File: config.mk
export PLATFORM = sky130hd
export DESIGN_NAME = time_of_day_event_table
export DESIGN_NICKNAME = d
export VERILOG_FILES = /design/src/sv/tode_pkg.sv /design/src/sv/time_of_day_event_table.sv /design/src/sv/tode_ctrl.sv /design/src/sv/tode_dp.sv
export SDC_FILE = /design/constraint.sdc
export NUM_CORES = 2
export LEC_CHECK = 0
export ABC_CLOCK_PERIOD_IN_PS = 5300
export BUFFER_PORTS_ARGS = -buffer_cell sky130_fd_sc_hd__buf_2
export CAP_MARGIN = 10
export CORE_MARGIN = 5
export CORE_UTILIZATION = 40
export CTS_CLUSTER_DIAMETER = 100
export CTS_CLUSTER_SIZE = 12
export DETAILED_ROUTE_END_ITERATION = 8
export GPL_TIMING_DRIVEN = 0
export PLACE_DENSITY = 0.61
export REMOVE_ABC_BUFFERS = 1
export SETUP_SLACK_MARGIN = 0.15
export SYNTH_ARGS = -nofsm -noshare
export SYNTH_HDL_FRONTEND = slang
export SYNTH_SLANG_ARGS = --single-unit
File: constraint.sdc
create_clock -name clk -period 5.3 [get_ports clk]
set_input_delay 1.06 -clock clk [delete_from_list [all_inputs] [get_ports clk]]
set_output_delay 1.06 -clock clk [all_outputs]
set_load 0.01 [all_outputs]
File: src/sv/tode_pkg.sv
`default_nettype none

package tode_pkg;

  // Table size
  localparam int unsigned ENTRIES_DEF = 64;

  // Field widths
  localparam int unsigned MODE_W  = 3;
  localparam int unsigned LIGHT_W = 8;
  localparam int unsigned DAY_W   = 4;
  localparam int unsigned MIN_W   = 11;
  localparam int unsigned OFS_W   = 7;
  localparam int unsigned ACT_W   = 2;
  localparam int unsigned DUE_W   = MIN_W + 2;

  // Command codes
  localparam logic [MODE_W-1:0] MODE_ADD_ON    = 3'd0;
  localparam logic [MODE_W-1:0] MODE_ADD_OFF   = 3'd1;
  localparam logic [MODE_W-1:0] MODE_RANDOMIZE = 3'd2;
  localparam logic [MODE_W-1:0] MODE_REMOVE    = 3'd3;
  localparam logic [MODE_W-1:0] MODE_TICK      = 3'd4;

  // Day codes
  localparam logic [DAY_W-1:0] DAY_SUN     = 4'd0;
  localparam logic [DAY_W-1:0] DAY_MON     = 4'd1;
  localparam logic [DAY_W-1:0] DAY_FRI     = 4'd5;
  localparam logic [DAY_W-1:0] DAY_SAT     = 4'd6;
  localparam logic [DAY_W-1:0] DAY_EVERY   = 4'd7;
  localparam logic [DAY_W-1:0] DAY_WEEKDAY = 4'd8;
  localparam logic [DAY_W-1:0] DAY_WEEKEND = 4'd9;

  // Result codes
  localparam logic [ACT_W-1:0] ACT_NONE = 2'd0;
  localparam logic [ACT_W-1:0] ACT_ON   = 2'd1;
  localparam logic [ACT_W-1:0] ACT_OFF  = 2'd2;
  localparam logic             STAT_OK   = 1'b0;
  localparam logic             STAT_FULL = 1'b1;

  // One table entry as stored in the memory
  typedef struct packed {
    logic [LIGHT_W-1:0] light;
    logic [DAY_W-1:0]   day;
    logic [MIN_W-1:0]   minute;
    logic               turns_on;
    logic               random;
    logic [OFS_W-1:0]   offset;
  } entry_t;

  // Controller to datapath commands
  typedef struct packed {
    logic load;
    logic rd_en;
    logic ev_en;
    logic fin_en;
  } tode_cmd_t;

  // Datapath to controller status
  typedef struct packed {
    logic ev_stall;
    logic fin_done;
  } tode_stat_t;

  // Day rule of an entry against today
  function automatic logic day_match(input logic [DAY_W-1:0] rule,
                                     input logic [DAY_W-1:0] today);
    day_match = (rule == DAY_EVERY) || (rule == today) ||
                ((rule == DAY_WEEKEND) && ((today == DAY_SUN) || (today == DAY_SAT))) ||
                ((rule == DAY_WEEKDAY) && (today >= DAY_MON) && (today <= DAY_FRI));
  endfunction

endpackage

`default_nettype wire

File: src/sv/time_of_day_event_table.sv
// Time-of-day event table: a table of ENTRIES scheduled light on/off events.
// Input channel (in_*): one transaction is a command. in_mode selects add
// turn-on, add turn-off, randomize, remove or tick. Table commands give one
// result with light 0, action none and last set; out_status flags an add
// dropped on a full table. A tick gives one result per firing entry in table
// order with out_last on the final one, or a single null result.
// Each transaction walks every entry once through a table memory with one
// write and one registered read per cycle, then posts the closing result;
// a new transaction is taken only after that closing result has been posted.
// Results leave through a one-deep output register; while the receiver
// stalls, a second firing holds the scan until the register drains.
// Reset (rst_n low at a clock edge) empties the table at once through
// per-entry valid flags and drops any transaction in flight.
`default_nettype none

module time_of_day_event_table #(
  parameter int unsigned ENTRIES = tode_pkg::ENTRIES_DEF
) (
  input  logic                               clk,
  input  logic                               rst_n,
  input  logic                               in_valid,
  output logic                               in_ready,
  input  logic [tode_pkg::MODE_W-1:0]        in_mode,
  input  logic [tode_pkg::LIGHT_W-1:0]       in_light_id,
  input  logic [tode_pkg::DAY_W-1:0]         in_day_code,
  input  logic [tode_pkg::MIN_W-1:0]         in_minute,
  input  logic signed [tode_pkg::OFS_W-1:0]  in_random_offset,
  output logic                               out_valid,
  input  logic                               out_ready,
  output logic [tode_pkg::LIGHT_W-1:0]       out_light_id_res,
  output logic [tode_pkg::ACT_W-1:0]         out_action,
  output logic                               out_status,
  output logic                               out_last
);
  import tode_pkg::*;

  localparam int unsigned IW = (ENTRIES > 1) ? $clog2(ENTRIES) : 1;

  tode_cmd_t     cmd;
  tode_stat_t    stat;
  logic [IW-1:0] rd_idx;
  logic [IW-1:0] ev_idx;

  // Sequencer
  tode_ctrl #(
    .ENTRIES (ENTRIES)
  ) u_ctrl (
    .clk      (clk),
    .rst_n    (rst_n),
    .in_valid (in_valid),
    .in_ready (in_ready),
    .stat     (stat),
    .cmd      (cmd),
    .rd_idx   (rd_idx),
    .ev_idx   (ev_idx)
  );

  // Table, match logic and output register
  tode_dp #(
    .ENTRIES (ENTRIES)
  ) u_dp (
    .clk              (clk),
    .rst_n            (rst_n),
    .cmd              (cmd),
    .rd_idx           (rd_idx),
    .ev_idx           (ev_idx),
    .stat             (stat),
    .in_mode          (in_mode),
    .in_light_id      (in_light_id),
    .in_day_code      (in_day_code),
    .in_minute        (in_minute),
    .in_random_offset (in_random_offset),
    .out_valid        (out_valid),
    .out_ready        (out_ready),
    .out_light_id_res (out_light_id_res),
    .out_action       (out_action),
    .out_status       (out_status),
    .out_last         (out_last)
  );

endmodule

`default_nettype wire

File: src/sv/tode_ctrl.sv
`default_nettype none

module tode_ctrl #(
  parameter int unsigned ENTRIES = tode_pkg::ENTRIES_DEF,
  localparam int unsigned IW = (ENTRIES > 1) ? $clog2(ENTRIES) : 1,
  localparam int unsigned CW = $clog2(ENTRIES + 1)
) (
  input  logic                   clk,
  input  logic                   rst_n,
  input  logic                   in_valid,
  output logic                   in_ready,
  input  tode_pkg::tode_stat_t   stat,
  output tode_pkg::tode_cmd_t    cmd,
  output logic [IW-1:0]          rd_idx,
  output logic [IW-1:0]          ev_idx
);
  import tode_pkg::*;

  localparam logic [1:0] S_IDLE = 2'd0;
  localparam logic [1:0] S_SCAN = 2'd1;
  localparam logic [1:0] S_FIN  = 2'd2;

  localparam logic [CW-1:0] CNT_END = CW'(ENTRIES);

  logic [1:0]    state_r, state_nxt;
  logic [CW-1:0] rd_cnt_r, rd_cnt_nxt;
  logic          ev_valid_r, ev_valid_nxt;
  logic [IW-1:0] ev_idx_r, ev_idx_nxt;

  // Sequencer: read stage runs one entry ahead of the evaluate stage
  always_comb begin
    state_nxt    = state_r;
    rd_cnt_nxt   = rd_cnt_r;
    ev_valid_nxt = ev_valid_r;
    ev_idx_nxt   = ev_idx_r;
    cmd          = '0;
    unique case (state_r)
      S_IDLE: begin
        if (in_valid) begin
          cmd.load     = 1'b1;
          rd_cnt_nxt   = '0;
          ev_valid_nxt = 1'b0;
          state_nxt    = S_SCAN;
        end
      end
      S_SCAN: begin
        // hold everything while a firing waits for the output slot
        if (!(ev_valid_r && stat.ev_stall)) begin
          cmd.ev_en = ev_valid_r;
          if (rd_cnt_r != CNT_END) begin
            cmd.rd_en    = 1'b1;
            ev_valid_nxt = 1'b1;
            ev_idx_nxt   = rd_cnt_r[IW-1:0];
            rd_cnt_nxt   = rd_cnt_r + CW'(1);
          end else begin
            ev_valid_nxt = 1'b0;
            state_nxt    = S_FIN;
          end
        end
      end
      S_FIN: begin
        cmd.fin_en = 1'b1;
        if (stat.fin_done) begin
          state_nxt = S_IDLE;
        end
      end
      default: begin
        state_nxt = S_IDLE;
      end
    endcase
  end

  always_ff @(posedge clk) begin
    if (!rst_n) begin
      state_r    <= S_IDLE;
      rd_cnt_r   <= '0;
      ev_valid_r <= 1'b0;
    end else begin
      state_r    <= state_nxt;
      rd_cnt_r   <= rd_cnt_nxt;
      ev_valid_r <= ev_valid_nxt;
    end
  end

  always_ff @(posedge clk) begin
    ev_idx_r <= ev_idx_nxt;
  end

  assign in_ready = (state_r == S_IDLE);
  assign rd_idx   = rd_cnt_r[IW-1:0];
  assign ev_idx   = ev_idx_r;

  // Checks
  a_idle_no_eval: assert property (@(posedge clk) disable iff (!rst_n)
    (state_r == S_IDLE) |-> !ev_valid_r)
    else $error("evaluate stage busy while idle");

  a_start_scan: assert property (@(posedge clk) disable iff (!rst_n)
    (in_valid && in_ready) |=> ((state_r == S_SCAN) && (rd_cnt_r == '0)))
    else $error("scan did not start at entry zero");

  a_cnt_range: assert property (@(posedge clk) disable iff (!rst_n)
    rd_cnt_r <= CNT_END)
    else $error("read counter beyond table");

endmodule

`default_nettype wire

File: src/sv/tode_dp.sv
`default_nettype none

module tode_dp #(
  parameter int unsigned ENTRIES = tode_pkg::ENTRIES_DEF,
  localparam int unsigned IW = (ENTRIES > 1) ? $clog2(ENTRIES) : 1
) (
  input  logic                                  clk,
  input  logic                                  rst_n,
  input  tode_pkg::tode_cmd_t                   cmd,
  input  logic [IW-1:0]                         rd_idx,
  input  logic [IW-1:0]                         ev_idx,
  output tode_pkg::tode_stat_t                  stat,
  input  logic [tode_pkg::MODE_W-1:0]           in_mode,
  input  logic [tode_pkg::LIGHT_W-1:0]          in_light_id,
  input  logic [tode_pkg::DAY_W-1:0]            in_day_code,
  input  logic [tode_pkg::MIN_W-1:0]            in_minute,
  input  logic signed [tode_pkg::OFS_W-1:0]     in_random_offset,
  output logic                                  out_valid,
  input  logic                                  out_ready,
  output logic [tode_pkg::LIGHT_W-1:0]          out_light_id_res,
  output logic [tode_pkg::ACT_W-1:0]            out_action,
  output logic                                  out_status,
  output logic                                  out_last
);
  import tode_pkg::*;

  // Table storage
  entry_t             mem [ENTRIES];
  entry_t             rdata_r;
  logic [ENTRIES-1:0] valid_r, valid_nxt;

  // Current transaction
  logic [MODE_W-1:0]  mode_r;
  logic [LIGHT_W-1:0] light_r;
  logic [DAY_W-1:0]   day_r;
  logic [MIN_W-1:0]   minute_r;
  logic [OFS_W-1:0]   roff_r;

  // Scan state and held firing
  logic               found_r, found_nxt;
  logic               pend_valid_r, pend_valid_nxt;
  logic [LIGHT_W-1:0] pend_light_r, pend_light_nxt;
  logic               pend_on_r, pend_on_nxt;

  // Output register
  logic               out_valid_r, out_valid_nxt;
  logic [LIGHT_W-1:0] out_light_r, out_light_nxt;
  logic [ACT_W-1:0]   out_act_r, out_act_nxt;
  logic               out_stat_r, out_stat_nxt;
  logic               out_last_r, out_last_nxt;

  logic               ev_vbit;
  logic               is_add;
  logic               hit;
  logic               fire;
  logic               slot_free;
  logic [DUE_W-1:0]   due;
  logic               wr_en;
  entry_t             wr_data;
  logic               push;

  // Entry evaluation
  always_comb begin
    ev_vbit   = valid_r[ev_idx];
    is_add    = (mode_r == MODE_ADD_ON) || (mode_r == MODE_ADD_OFF);
    hit       = ev_vbit && (rdata_r.light == light_r) && (rdata_r.day == day_r) &&
                (rdata_r.minute == minute_r);
    due       = {2'b00, rdata_r.minute} +
                {{(DUE_W - OFS_W){rdata_r.offset[OFS_W-1]}}, rdata_r.offset};
    fire      = (mode_r == MODE_TICK) && ev_vbit && day_match(rdata_r.day, day_r) &&
                (due == {2'b00, minute_r});
    slot_free = !out_valid_r || out_ready;
    stat.ev_stall = fire && pend_valid_r && !slot_free;
    stat.fin_done = slot_free;
  end

  // Table update and result generation
  always_comb begin
    valid_nxt      = valid_r;
    found_nxt      = found_r;
    pend_valid_nxt = pend_valid_r;
    pend_light_nxt = pend_light_r;
    pend_on_nxt    = pend_on_r;
    wr_en          = 1'b0;
    wr_data        = rdata_r;
    push           = 1'b0;
    out_light_nxt  = out_light_r;
    out_act_nxt    = out_act_r;
    out_stat_nxt   = out_stat_r;
    out_last_nxt   = out_last_r;

    if (cmd.load) begin
      found_nxt      = 1'b0;
      pend_valid_nxt = 1'b0;
    end

    if (cmd.ev_en) begin
      unique case (mode_r) inside
        MODE_ADD_ON, MODE_ADD_OFF: begin
          if (!ev_vbit && !found_r) begin
            wr_en            = 1'b1;
            wr_data.light    = light_r;
            wr_data.day      = day_r;
            wr_data.minute   = minute_r;
            wr_data.turns_on = (mode_r == MODE_ADD_ON);
            wr_data.random   = 1'b0;
            wr_data.offset   = '0;
            valid_nxt[ev_idx] = 1'b1;
            found_nxt        = 1'b1;
          end
        end
        MODE_RANDOMIZE: begin
          if (hit) begin
            wr_en          = 1'b1;
            wr_data.random = 1'b1;
            wr_data.offset = roff_r;
          end
        end
        MODE_REMOVE: begin
          if (hit) begin
            valid_nxt[ev_idx] = 1'b0;
          end
        end
        MODE_TICK: begin
          if (fire) begin
            wr_en          = 1'b1;
            wr_data.offset = rdata_r.random ? roff_r : '0;
            // the previous firing is not the last one
            if (pend_valid_r) begin
              push          = 1'b1;
              out_light_nxt = pend_light_r;
              out_act_nxt   = pend_on_r ? ACT_ON : ACT_OFF;
              out_stat_nxt  = STAT_OK;
              out_last_nxt  = 1'b0;
            end
            pend_valid_nxt = 1'b1;
            pend_light_nxt = rdata_r.light;
            pend_on_nxt    = rdata_r.turns_on;
          end
        end
        default: begin
        end
      endcase
    end

    // Closing result of the transaction
    if (cmd.fin_en && slot_free) begin
      push         = 1'b1;
      out_last_nxt = 1'b1;
      if (pend_valid_r) begin
        out_light_nxt  = pend_light_r;
        out_act_nxt    = pend_on_r ? ACT_ON : ACT_OFF;
        out_stat_nxt   = STAT_OK;
        pend_valid_nxt = 1'b0;
      end else begin
        out_light_nxt = '0;
        out_act_nxt   = ACT_NONE;
        out_stat_nxt  = (is_add && !found_r) ? STAT_FULL : STAT_OK;
      end
    end

    if (push) begin
      out_valid_nxt = 1'b1;
    end else if (out_ready) begin
      out_valid_nxt = 1'b0;
    end else begin
      out_valid_nxt = out_valid_r;
    end
  end

  // Memory: one write and one registered read per cycle
  always_ff @(posedge clk) begin
    if (wr_en) begin
      mem[ev_idx] <= wr_data;
    end
    if (cmd.rd_en) begin
      rdata_r <= mem[rd_idx];
    end
  end

  // Control state
  always_ff @(posedge clk) begin
    if (!rst_n) begin
      valid_r      <= '0;
      found_r      <= 1'b0;
      pend_valid_r <= 1'b0;
      out_valid_r  <= 1'b0;
    end else begin
      valid_r      <= valid_nxt;
      found_r      <= found_nxt;
      pend_valid_r <= pend_valid_nxt;
      out_valid_r  <= out_valid_nxt;
    end
  end

  // Payload registers
  always_ff @(posedge clk) begin
    if (cmd.load) begin
      mode_r   <= in_mode;
      light_r  <= in_light_id;
      day_r    <= in_day_code;
      minute_r <= in_minute;
      roff_r   <= in_random_offset;
    end
    pend_light_r <= pend_light_nxt;
    pend_on_r    <= pend_on_nxt;
    out_light_r  <= out_light_nxt;
    out_act_r    <= out_act_nxt;
    out_stat_r   <= out_stat_nxt;
    out_last_r   <= out_last_nxt;
  end

  assign out_valid        = out_valid_r;
  assign out_light_id_res = out_light_r;
  assign out_action       = out_act_r;
  assign out_status       = out_stat_r;
  assign out_last         = out_last_r;

  // Checks
  a_pend_tick: assert property (@(posedge clk) disable iff (!rst_n)
    pend_valid_r |-> (mode_r == MODE_TICK))
    else $error("held firing outside a tick");

  a_found_add: assert property (@(posedge clk) disable iff (!rst_n)
    found_r |-> ((mode_r == MODE_ADD_ON) || (mode_r == MODE_ADD_OFF)))
    else $error("free slot taken outside an add");

  a_push_room: assert property (@(posedge clk) disable iff (!rst_n)
    push |-> slot_free)
    else $error("result overwrote a waiting result");

endmodule

`default_nettype wire

==> metrics.txt <==
FFs w/ async S/R, synth 0; Fmax 193 MHz; worst hold path class input port to flip-flop; clk sink count 2217; Fin. Hold Viols 0; Antenna Nets Post-Route 0; Post-Layout Inst Area 0.0993 mm^2; synth unique cells 80; Main synth FF type edfxtp_1; placed instance area 0.0925 mm^2; DRC viols 0; 1st-pass router iterations 6; area leader, netlist edfxtp_1; Site Rows 170; vias post-DR 40600; clk_skew 0.0391 ns; vias in the first global route 41000; initial DRC count 4803; setup TNS 0 ns; largest stage delay on the critical path 0.77 ns; placed cell count 6567; final critical-path required period 5.17 ns; Buffers & Inverters on Critical Path 2; Synth area leaders edfxtp_1 (75%), mux4_2 (17%), dfxtp_1 (1.8%), o211ai_1 (0.64%), clkbuf_1 (0.62%); CP Data Arrival Time 5.69 ns; largest net degree at the start of global routing 72; fillcell total 17400; Layout Cells excl Fill 6906; Die Y 474 um; CP max FO 15; final WL 207000 um; CTS tree yes; Lkg Pwr 29.4 nW; Buffers on Ports 50; Max-Cap Viols 0; Slew Limit Headroom 0.162; core area 0.214 mm^2; GRT Residual Overflow 0; final worst-path cycle share 0.975; CP Launch Type flip-flop; status finished, final reports clean; Most Frequent Cell on Critical Path buf_16; layout cells sized above 1 0.317; post-synthesis sequential area ratio 0.765; Layout Nets 4085; DIE WIDTH 474 um; CTS root buf clkbuf_16; Synth top area share 0.746; yosys warns 0; # IOs 51; Syn Inst Count 3775; Initial Util 0.401; fin. max-slew vios 0; post-DR wirelength/cell 30.0 um; Worst-Skew Late Latency 0.83 ns; Syn-to-layout area delta 15.4%; post-DP HPWL 123000 um; synthesized area 0.0861 mm^2; RSZ-0062 raised after global routing true; # setup viols final 0; #FFs+latches synth 2217; CP top delay family simple AND/OR/NAND/NOR gates; GPL Wtd Cong 0.833; Die ar. 0.225 mm^2; PwrDens 339 mW/mm^2; Worst-path clk slew 0.06 ns; # hold bufs at CTS 0; first-pass GRT wire length 298000 um; Max H-tree Level 4; CP Class flip-flop to flip-flop; CP cell instances ha_1, fa_1, a21oi_1, o211ai_1, a221oi_1, nor2_1, or4_4, nor3_2, o211ai_4, or3_2, nor2_4, buf_16, buf_16; Setup crit end kind flip-flop; CP max-delay cell or3_2; peak supply drop 0.000292 V; CTS Buffer Depth 3; CP Data Required Time 5.82 ns; Worst Tran Pin Value 1.26 ns; gr usage total 0.183; Mapped Avg Cell Area 22.8 um^2; TritonCTS Buffers 202; Vias per Instance 5.88; number of synthesized flops with an enable pin 2139; initial antenna violation count 10
## flip-flops by register name (all words and copies together), names as in the netlist, 2 cells and up, named ones only
signal and flops:
u_dp.light_r 8, u_dp.mode_r 3, u_dp.minute_r 11, u_ctrl.state_r 2, u_dp.pend_light_r 8, u_dp.rdata_r 32, u_ctrl.rd_cnt_r 7, u_ctrl.ev_idx 6
u_dp.day_r 4, u_dp.out_light_id_res 8, u_dp.roff_r 7, u_dp.mem 2048, u_dp.out_action 2
## layer usage
metal  wire length (um)  track usage  up-vias
met3              16100       0.0354      294
met5                 27            0        -
met4               5050       0.0510        4
li1                   -            -    16600
met1              86400        0.261    22100
met2              99300        0.291     1581
## where the power goes
part | switching [mW] | total (mW) | internal, mW
logic | 0.864 | 1.48 | 0.613
clock network | 5.90 | 12.9 | 6.95
registers | 0.0756 | 19.3 | 19.3
## path summary, 6_finish.rpt
kind	from	to	slack, ns	cells past startpoint
min reg2reg	u_dp.found_r	u_dp.found_r	0.47	2
min	in_minute[9]	u_dp.minute_r[9]	0.41	1
max reg2reg	u_dp.rdata_r[0]	u_dp.mem[54][25]	0.13	13
max	u_dp.rdata_r[0]	u_dp.mem[54][25]	0.13	13
## what timing repair did
item / CTS / global route
buffers inserted: 63 / 31
endpoints found under the setup margin: 3755 / 2913
hold endpoints to repair: 0 / 0
resized for setup: 9 / 5
cloned: 0 / 2
pin swaps: 46 / 16
## kinds of logic (layout without fill, tap and decap cells)
kind of cell	count (synthesis)	in the layout	share of synthesized area
buffers and inverters	240	529	0.0110
flip-flops	2217	2217	0.765
AO/OA/AOI/OAI	275	277	0.0237
multiplexers	700	700	0.177
XOR/XNOR	37	37	0.00377
adder cells (fa/ha/maj)	16	16	0.00238
AND/OR/NAND/NOR	290	290	0.0173
other	0	2	0
## cells in the final DEF (no fill, tap or decap), types with 12 or more instances in the layout
| cell | instances |
|---|---|
| dfxtp_1 | 72 |
| a221oi_1 | 30 |
| a21oi_1 | 21 |
| xnor2_1 | 18 |
| xor2_1 | 19 |
| nor2_1 | 40 |
| buf_2 | 50 |
| inv_1 | 18 |
| buf_4 | 49 |
| buf_12 | 116 |
| clkbuf_16 | 209 |
| clkbuf_1 | 21 |
| ha_1 | 14 |
| nor2b_1 | 25 |
| o31ai_1 | 64 |
| mux4_2 | 657 |
| a31oi_1 | 12 |
| o211ai_1 | 73 |
| nor2_4 | 64 |
| edfxtp_1 | 2139 |
| nand3_1 | 22 |
| mux2i_1 | 16 |
| nand2_1 | 50 |
| buf_16 | 55 |
| mux2_2 | 21 |
## worst reg2reg max path, stage by stage (launching register included)
cell and delay, ns:
edfxtp_1 0.43, ha_1 0.29, fa_1 0.45, a21oi_1 0.28, o211ai_1 0.18, a221oi_1 0.37
nor2_1 0.17, or4_4 0.62, nor3_2 0.36, o211ai_4 0.31, or3_2 0.78, nor2_4 0.27
buf_16 0.20, buf_16 0.18
## cell usage after synthesis (18+ instances only)
master,instances
a221oi_1,30
xor2_1,19
mux4_2,657
inv_1,19
nor2b_1,25
nor2_1,88
o211ai_1,73
buf_1,58
nand3_1,23
mux2_2,22
edfxtp_1,2139
dfxtp_1,78
xnor2_1,18
clkbuf_1,143
a21oi_1,23
o31ai_1,64
nand2_1,59
## metrics by stage
step / hold slack [ns] / utilization / setup slack, ns / total power, mW
after global routing: 0.360 / 0.463 / 0.0298 / 34.8
final: 0.405 / 0.463 / 0.130 / 33.7
after detailed placement: 0.457 / 0.431 / -0.918 / 21.2
after global placement: 0.453 / 0.415 / -33.37 / 22.0
after floorplan: 0.426 / - / -19.30 / 21.3
after CTS: 0.333 / 0.461 / 0.0327 / 34.0
## cell type report
type | instances | area [um^2] | area share
Sequential cell | 2217 | 65800 | 0.663
Multi-Input combinational cell | 1320 | 20000 | 0.201
Clock buffer | 230 | 5310 | 0.0535
Timing Repair Buffer | 271 | 4460 | 0.0449
Tap cell | 2838 | 3550 | 0.0358
Clock inverter | 7 | 83.8 | 0.000844
Inverter | 21 | 80.1 | 0.000807
Antenna cell | 2 | 5.00 | 0.0000504
(Power assumes the default switching activity.)
